### src/hdl/acgu_pkg.sv
// Package for the adaptive congestion gain update block.
// Holds the field widths, the configuration register indexes and their reset values.
// No dependencies.
`timescale 1ns / 1ps

package acgu_pkg;

    localparam int RATIO_W   = 16;
    localparam int GAIN_W    = 24;
    localparam int GMIN_W    = 25;
    localparam int CFG_IDX_W = 3;
    localparam int CFG_DAT_W = 25;

    typedef enum logic [CFG_IDX_W-1:0] {
        CFG_CBR_TARGET = 3'd0,
        CFG_BETA_GAIN  = 3'd1,
        CFG_ALPHA_GAIN = 3'd2,
        CFG_GAIN_MAX   = 3'd3,
        CFG_GAIN_MIN   = 3'd4,
        CFG_DELTA_MAX  = 3'd5,
        CFG_DELTA_MIN  = 3'd6
    } cfg_index_t;

    localparam logic [RATIO_W-1:0] CBR_TARGET_RST = 16'd44564;
    localparam logic [GAIN_W-1:0]  BETA_GAIN_RST  = 24'd20133;
    localparam logic [GAIN_W-1:0]  ALPHA_GAIN_RST = 24'd268435;
    localparam logic [GAIN_W-1:0]  GAIN_MAX_RST   = 24'd8389;
    localparam logic [GMIN_W-1:0]  GAIN_MIN_RST   = -25'sd4194;
    localparam logic [GAIN_W-1:0]  DELTA_MAX_RST  = 24'd503316;
    localparam logic [GAIN_W-1:0]  DELTA_MIN_RST  = 24'd10066;

    // One in Q1.24, as wide as the scale factor (1 - alpha).
    localparam logic [GAIN_W:0] ONE_Q24 = 25'h1000000;

endpackage

### src/hdl/adaptive_congestion_gain_update.sv
// Adaptive congestion gain update: smoothed busy ratio and delta recurrence.
// Depends on acgu_pkg for widths, register indexes and reset values.
// m_valid rises once a valid request has passed the input register, product register and
// result register. Throughput: one request per cycle while m_ready holds; the delta
// recurrence closes through the delta register and the (1 - alpha) * delta multiplier.
// Requests with sample_valid low are accepted and dropped without a result.
// Synchronous reset (aresetn low) restores register defaults, clears valids and loop state.
`timescale 1ns / 1ps

module adaptive_congestion_gain_update (
    input  logic                            aclk,
    input  logic                            aresetn,
    input  logic                            s_valid,
    output logic                            s_ready,
    input  logic [acgu_pkg::RATIO_W-1:0]    s_current_ratio,
    input  logic [acgu_pkg::RATIO_W-1:0]    s_previous_ratio,
    input  logic                            s_sample_valid,
    output logic                            m_valid,
    input  logic                            m_ready,
    output logic [acgu_pkg::GAIN_W-1:0]     m_delta_out,
    input  logic                            cfg_wr_en,
    input  logic [acgu_pkg::CFG_IDX_W-1:0]  cfg_index,
    input  logic [acgu_pkg::CFG_DAT_W-1:0]  cfg_wr_data
);
    import acgu_pkg::*;

    // Configuration registers.
    logic [RATIO_W-1:0]       cbr_target_reg;
    logic [GAIN_W-1:0]        beta_gain_reg;
    logic [GAIN_W-1:0]        alpha_gain_reg;
    logic [GAIN_W-1:0]        gain_max_reg;
    logic signed [GMIN_W-1:0] gain_min_reg;
    logic [GAIN_W-1:0]        delta_max_reg;
    logic [GAIN_W-1:0]        delta_min_reg;

    // Recurrence state.
    logic [RATIO_W-1:0]       smoothed_reg;
    logic [RATIO_W-1:0]       smoothed_next;
    logic                     seen_reg;
    logic [GAIN_W-1:0]        delta_reg;
    logic [GAIN_W-1:0]        delta_next;

    // Pipeline registers.
    logic                     in_valid_reg;
    logic [RATIO_W-1:0]       cur_reg;
    logic [RATIO_W-1:0]       prev_reg;
    logic                     prod_valid_reg;
    logic signed [41:0]       prod_reg;
    logic signed [41:0]       prod_next;
    logic                     gap_pos_reg;
    logic                     gap_pos_next;
    logic                     out_valid_reg;
    logic [GAIN_W-1:0]        out_reg;

    // Flow control.
    logic                     out_load;
    logic                     move_prod;
    logic                     prod_load;
    logic                     move_in;
    logic                     in_load;
    logic                     s_accept;

    // Stage one arithmetic.
    logic [RATIO_W:0]         mean_sum;
    logic [RATIO_W-1:0]       mean;
    logic [RATIO_W:0]         smooth_sum;
    logic signed [RATIO_W:0]  gap;

    // Stage two arithmetic.
    logic signed [25:0]       factor;
    logic signed [25:0]       offset;
    logic [GAIN_W:0]          keep_scale;
    logic [48:0]              keep;
    logic [GAIN_W:0]          keep_hi;
    logic signed [26:0]       d_sum;
    logic signed [26:0]       d_upper;
    logic signed [26:0]       dmax_ext;
    logic signed [26:0]       dmin_ext;
    logic signed [25:0]       gmax_ext;
    logic signed [25:0]       gmin_ext;

    assign out_load  = !out_valid_reg || m_ready;
    assign move_prod = prod_valid_reg && out_load;
    assign prod_load = !prod_valid_reg || move_prod;
    assign move_in   = in_valid_reg && prod_load;
    assign in_load   = !in_valid_reg || move_in;
    assign s_ready   = in_load;
    assign s_accept  = s_valid && s_ready;

    assign m_valid     = out_valid_reg;
    assign m_delta_out = out_reg;

    always_ff @(posedge aclk) begin
        if (!aresetn) begin
            cbr_target_reg <= CBR_TARGET_RST;
            beta_gain_reg  <= BETA_GAIN_RST;
            alpha_gain_reg <= ALPHA_GAIN_RST;
            gain_max_reg   <= GAIN_MAX_RST;
            gain_min_reg   <= GAIN_MIN_RST;
            delta_max_reg  <= DELTA_MAX_RST;
            delta_min_reg  <= DELTA_MIN_RST;
        end else if (cfg_wr_en) begin
            case (cfg_index_t'(cfg_index))
                CFG_CBR_TARGET: cbr_target_reg <= cfg_wr_data[RATIO_W-1:0];
                CFG_BETA_GAIN:  beta_gain_reg  <= cfg_wr_data[GAIN_W-1:0];
                CFG_ALPHA_GAIN: alpha_gain_reg <= cfg_wr_data[GAIN_W-1:0];
                CFG_GAIN_MAX:   gain_max_reg   <= cfg_wr_data[GAIN_W-1:0];
                CFG_GAIN_MIN:   gain_min_reg   <= $signed(cfg_wr_data[GMIN_W-1:0]);
                CFG_DELTA_MAX:  delta_max_reg  <= cfg_wr_data[GAIN_W-1:0];
                CFG_DELTA_MIN:  delta_min_reg  <= cfg_wr_data[GAIN_W-1:0];
                default: begin
                end
            endcase
        end
    end

    // Stage one: smoothing, gap and the beta product.
    always_comb begin
        mean_sum      = {1'b0, cur_reg} + {1'b0, prev_reg};
        mean          = mean_sum[RATIO_W:1];
        smooth_sum    = {1'b0, smoothed_reg} + {1'b0, mean};
        smoothed_next = seen_reg ? smooth_sum[RATIO_W:1] : mean;
        gap           = $signed({1'b0, cbr_target_reg}) - $signed({1'b0, smoothed_next});
        gap_pos_next  = !gap[RATIO_W] && (gap != '0);
        prod_next     = $signed({{18{1'b0}}, beta_gain_reg})
                      * $signed({{25{gap[RATIO_W]}}, gap});
    end

    // Stage two: clamped offset plus the decayed delta, then the delta bounds.
    always_comb begin
        // Arithmetic shift of the product gives the floor of the division by 2^16.
        factor     = prod_reg[41:16];
        gmax_ext   = $signed({2'b00, gain_max_reg});
        gmin_ext   = $signed({gain_min_reg[GMIN_W-1], gain_min_reg});
        if (gap_pos_reg) begin
            offset = (factor < gmax_ext) ? factor : gmax_ext;
        end else begin
            offset = (factor > gmin_ext) ? factor : gmin_ext;
        end
        keep_scale = ONE_Q24 - {1'b0, alpha_gain_reg};
        keep       = {24'b0, keep_scale} * {25'b0, delta_reg};
        keep_hi    = keep[48:24];
        d_sum      = $signed({2'b00, keep_hi}) + $signed({offset[25], offset});
        dmax_ext   = $signed({3'b000, delta_max_reg});
        dmin_ext   = $signed({3'b000, delta_min_reg});
        d_upper    = (d_sum > dmax_ext) ? dmax_ext : d_sum;
        // The lower bound wins when the two bounds cross.
        delta_next = (d_upper < dmin_ext) ? delta_min_reg : d_upper[GAIN_W-1:0];
    end

    always_ff @(posedge aclk) begin
        if (!aresetn) begin
            in_valid_reg   <= 1'b0;
            prod_valid_reg <= 1'b0;
            out_valid_reg  <= 1'b0;
            smoothed_reg   <= '0;
            seen_reg       <= 1'b0;
            delta_reg      <= '0;
        end else begin
            if (in_load) begin
                in_valid_reg <= s_accept && s_sample_valid;
            end
            if (prod_load) begin
                prod_valid_reg <= move_in;
            end
            if (out_load) begin
                out_valid_reg <= move_prod;
            end
            if (move_in) begin
                smoothed_reg <= smoothed_next;
                seen_reg     <= 1'b1;
            end
            if (move_prod) begin
                delta_reg <= delta_next;
            end
        end
    end

    always_ff @(posedge aclk) begin
        if (s_accept) begin
            cur_reg  <= s_current_ratio;
            prev_reg <= s_previous_ratio;
        end
        if (move_in) begin
            prod_reg    <= prod_next;
            gap_pos_reg <= gap_pos_next;
        end
        if (move_prod) begin
            out_reg <= delta_next;
        end
    end

    // The waiting result always equals the delta held for the next request.
    assert property (@(posedge aclk) disable iff (!aresetn)
        m_valid |-> (m_delta_out == delta_reg))
        else $error("result register and delta state disagree");

    // Nothing can be past the input register before the first sample was seen.
    assert property (@(posedge aclk) disable iff (!aresetn)
        !seen_reg |-> (!prod_valid_reg && !out_valid_reg))
        else $error("request in flight before the first sample");

    // The smoothing state only starts on a request that leaves the input register.
    assert property (@(posedge aclk) disable iff (!aresetn)
        $rose(seen_reg) |-> $past(move_in))
        else $error("smoothing state started without a request");

    // With the result register empty the whole pipeline can advance.
    assert property (@(posedge aclk) disable iff (!aresetn)
        !m_valid |-> s_ready)
        else $error("input stalled while the result register is empty");

endmodule

### config.mk
export PLATFORM = sky130hd
export DESIGN_NAME = adaptive_congestion_gain_update
export DESIGN_NICKNAME = d
export VERILOG_FILES = /design/src/hdl/acgu_pkg.sv /design/src/hdl/adaptive_congestion_gain_update.sv
export SDC_FILE = /design/constraint.sdc
export NUM_CORES = 2
export LEC_CHECK = 0
export ABC_AREA = 1
export BUFFER_PORTS_ARGS = -buffer_cell sky130_fd_sc_hd__buf_2
export CAP_MARGIN = 20
export CORE_ASPECT_RATIO = 1.75
export CORE_MARGIN = 4
export CORE_UTILIZATION = 30
export CTS_CLUSTER_SIZE = 8
export DETAILED_ROUTE_END_ITERATION = 10
export GPL_TIMING_DRIVEN = 0
export PLACE_DENSITY_LB_ADDON = 0.2
export SLEW_MARGIN = 0
export SYNTH_ARGS = -nofsm -noshare
export SYNTH_HDL_FRONTEND = slang
export SYNTH_SLANG_ARGS = --single-unit
### constraint.sdc
create_clock -name aclk -period 13.16 [get_ports aclk]
set_input_delay 1.316 -clock aclk [delete_from_list [all_inputs] [get_ports aclk]]
set_output_delay 1.316 -clock aclk [all_outputs]
set_load 0.02 [all_outputs]
==> flow_summary.json <==
{
  "outcome": "finished with violations",
  "violations": "setup timing",
  "io_pins": 92,
  "synthArstFlopShare": 0,
  "drv_slew": 0,
  "cp_max_fo": 7,
  "crit_path_frequent_cell": "nand2_1",
  "place.gp.congestion": 0.991,
  "chipWidth_um": 312,
  "ys_warn_count": 0,
  "crit_path_start_kind": "flop",
  "r2r-end": "delta_reg[17]",
  "hold_viol_final": 0,
  "drt-pass1-iter-count": 8,
  "wl_per_cell_um": 22.7,
  "min_delay_path_depth": 2,
  "required_ns": 13.62,
  "worstRegToRegCells": 80,
  "cts_buffer_depth": 3,
  "grt_pass1_vias": 44300,
  "maxCapViolCount": 0,
  "die-area_um2": 169000,
  "cts.clk_slew.worst_paths_ns": 0.06,
  "layout_setup_ws_ns": -0.187,
  "rrSetupSlack_ns": -0.19,
  "rsz0062_at_grt": "true",
  "hold_class": "reg2reg",
  "grt_util_all_layers": 0.228,
  "worstSetupEndpointType": "flop",
  "setup_tns_ns": -5.85,
  "htreeDepth": 2,
  "critPathSlowestCell": "xnor2_1",
  "start_util": 0.301,
  "seqCellArea_um2": 6600,
  "stdcell_count": 8502,
  "num_rows": 195,
  "grt_overflow": 0,
  "nFillCells": 17100,
  "synth_edf_count": 83,
  "worstPathArrival_ns": 13.81,
  "dp_slack_ns": -3.93,
  "holdCritStartpoint": "smoothed_reg[0]",
  "nets": 7685,
  "drtAntennaViolNets": 0,
  "syn_area_um2": 48600,
  "cpPeakStageDelay_ns": 0.61,
  "worstReg2RegStart": "alpha_gain_reg[0]",
  "synth_nets": 7456,
  "ys_seq_elements": 288,
  "final-setup-viol-count": 48,
  "timing.fmax_mhz": 74.9,
  "worst_pin_slew_ns": 1.19,
  "fin_crit_sh": 1.01,
  "core_um2": 161000,
  "min_to": "smoothed_reg[0]",
  "syn2layout_area_growth_pct": 15.3,
  "port_buffers": 90,
  "grt_max_degree": 34,
  "clock-skew-final_ns": 0.0545,
  "period_needed_ns": 13.35,
  "routed_via_density": 4.83,
  "place_inst": 8336,
  "dp_hpwl_mm": 162,
  "largest_reg_flops": 26,
  "wirelength_mm": 193,
  "synth_top_area_frac": 0.344,
  "cts_tree": "done",
  "ys_types": 61,
  "drive_gt1_frac": 0.0970,
  "relSlewSlack": 0.206,
  "yosys.area.top_type": "fa_1",
  "drtIter0Drc": 1973,
  "hold_slack_ns": 0.463,
  "vias": 41000,
  "yosys-top-cells-area": "fa_1 (34%), ha_1 (12%), inv_1 (11%), nand2_1 (8.6%), dfxtp_1 (8.4%)",
  "antenna_found_initial": 4,
  "clk_latency_ns": 0.61,
  "syn_avg_cell_area_um2": 8.00,
  "multiInputGateArea_um2": 37500,
  "drc": 0,
  "die-height_um": 540,
  "cts.sinks": 288,
  "synth_ff_type": "dfxtp_1",
  "cts_buffers": 42,
  "critPathKind": "reg2reg",
  "grt_pass1_wl_mm": 283,
  "synthCells": 6077,
  "ctsRootBufferMaster": "clkbuf_16",
  "yosysSeqAreaShare": 0.136
}
[cells in the final DEF, fill, tap and decap left out, types with 18 or more instances in the layout]
master / instances
a21oi_1: 301
a21oi_2: 18
a31oi_1: 18
buf_2: 104
buf_4: 76
clkbuf_1: 200
clkbuf_16: 45
dfxtp_1: 204
edfxtp_1: 83
fa_1: 832
ha_1: 450
ha_4: 25
inv_1: 1368
nand2_1: 1063
nand2_2: 65
nand3_1: 85
nand3_2: 38
nand4_1: 38
nor2_1: 613
nor3_1: 19
o211ai_1: 92
o21ai_0: 182
o21ai_2: 22
xnor2_1: 24
xor2_1: 44
[layout make-up]
class,instances,area share
clock buffers,64,0.0206
repair buffers,188,0.0254
inverters,1416,0.0961
plain buffers,225,0.0197
clock inverters,4,0.00152
multi-input cells,4145,0.670
diodes,5,0.000223
flip-flops and latches,288,0.118
well taps,2167,0.0484
[Yosys cell counts (9+ instances only)]
library cell,number
inv_1,1387
nand2_1,1114
fa_1,835
nor2_1,626
ha_1,478
a21oi_1,325
o21ai_0,212
dfxtp_1,205
clkbuf_1,200
nand3_1,124
o211ai_1,92
edfxtp_1,83
xor2_1,63
nand4_1,38
xnor2_1,35
clkinv_1,27
nand2_2,27
nor3_1,24
a31oi_1,23
buf_2,19
o21bai_1,13
or2_2,13
a21o_1,12
o21ai_1,11
o221ai_1,9
[cell families after synthesis]
| kind of cell | after synthesis | synth area share |
|---|---|---|
| AOI/OAI and AO/OA | 740 | 0.0865 |
| xor gates and xnor gates | 98 | 0.0177 |
| adders and majority gates | 1313 | 0.467 |
| buffers and inverters | 1644 | 0.128 |
| DFF | 288 | 0.136 |
| and+or+nand+nor | 1994 | 0.165 |
[metrics by stage]
stage               utilization  cell area (µm²)
detailed placement        0.321            51800
global route              0.347            56000
floorplan                     -            48600
finish                    0.347            56000
CTS                       0.342            55100
global placement          0.321            51800
[critical path, delay by kind of cell, from the launching register on]
kind	cells	cell delay (ns)
flip-flops	1	0.31
XOR/XNOR	2	0.71
buffers and inverters	18	1.99
adder cells (fa/ha/maj)	12	4.74
AO/OA/AOI/OAI	15	2.29
AND/OR/NAND/NOR	33	3.13
[routing by layer]
layer | up-vias | routed length, µm | share of wire | global-route usage
li1 | 18900 | - | - | -
met2 | 1055 | 105000 | 0.54 | 0.446
met5 | - | 7 | 0.000036 | 0
met1 | 20500 | 62000 | 0.32 | 0.215
met4 | 2 | 19400 | 0.10 | 0.174
met3 | 510 | 6530 | 0.034 | 0.0208
[worst max path at each step]
| stage | startpoint | end | cells after the start |
|---|---|---|---|
| final | alpha_gain_reg[0] | delta_reg[17] | 80 |
| after global routing | alpha_gain_reg[0] | delta_reg[18] | 79 |
| after CTS | alpha_gain_reg[0] | delta_reg[22] | 75 |
| after detailed placement | alpha_gain_reg[0] | delta_reg[16] | 76 |
| after global placement | alpha_gain_reg[0] | delta_reg[17] | 76 |
| after floorplan | alpha_gain_reg[0] | m_delta_out[10] | 73 |
[what timing repair did]
item / in CTS / in global routing
setup buffers: 66 / 26
gates resized for setup: 323 / 149
cloned: 4 / 1
hold buffers: 0 / 0
setup endpoints to repair: 48 / 63
pin swaps: 96 / 96
Power is not shown: default switching activity piles up to over one toggle a cycle in this logic, so the estimate is an artifact.
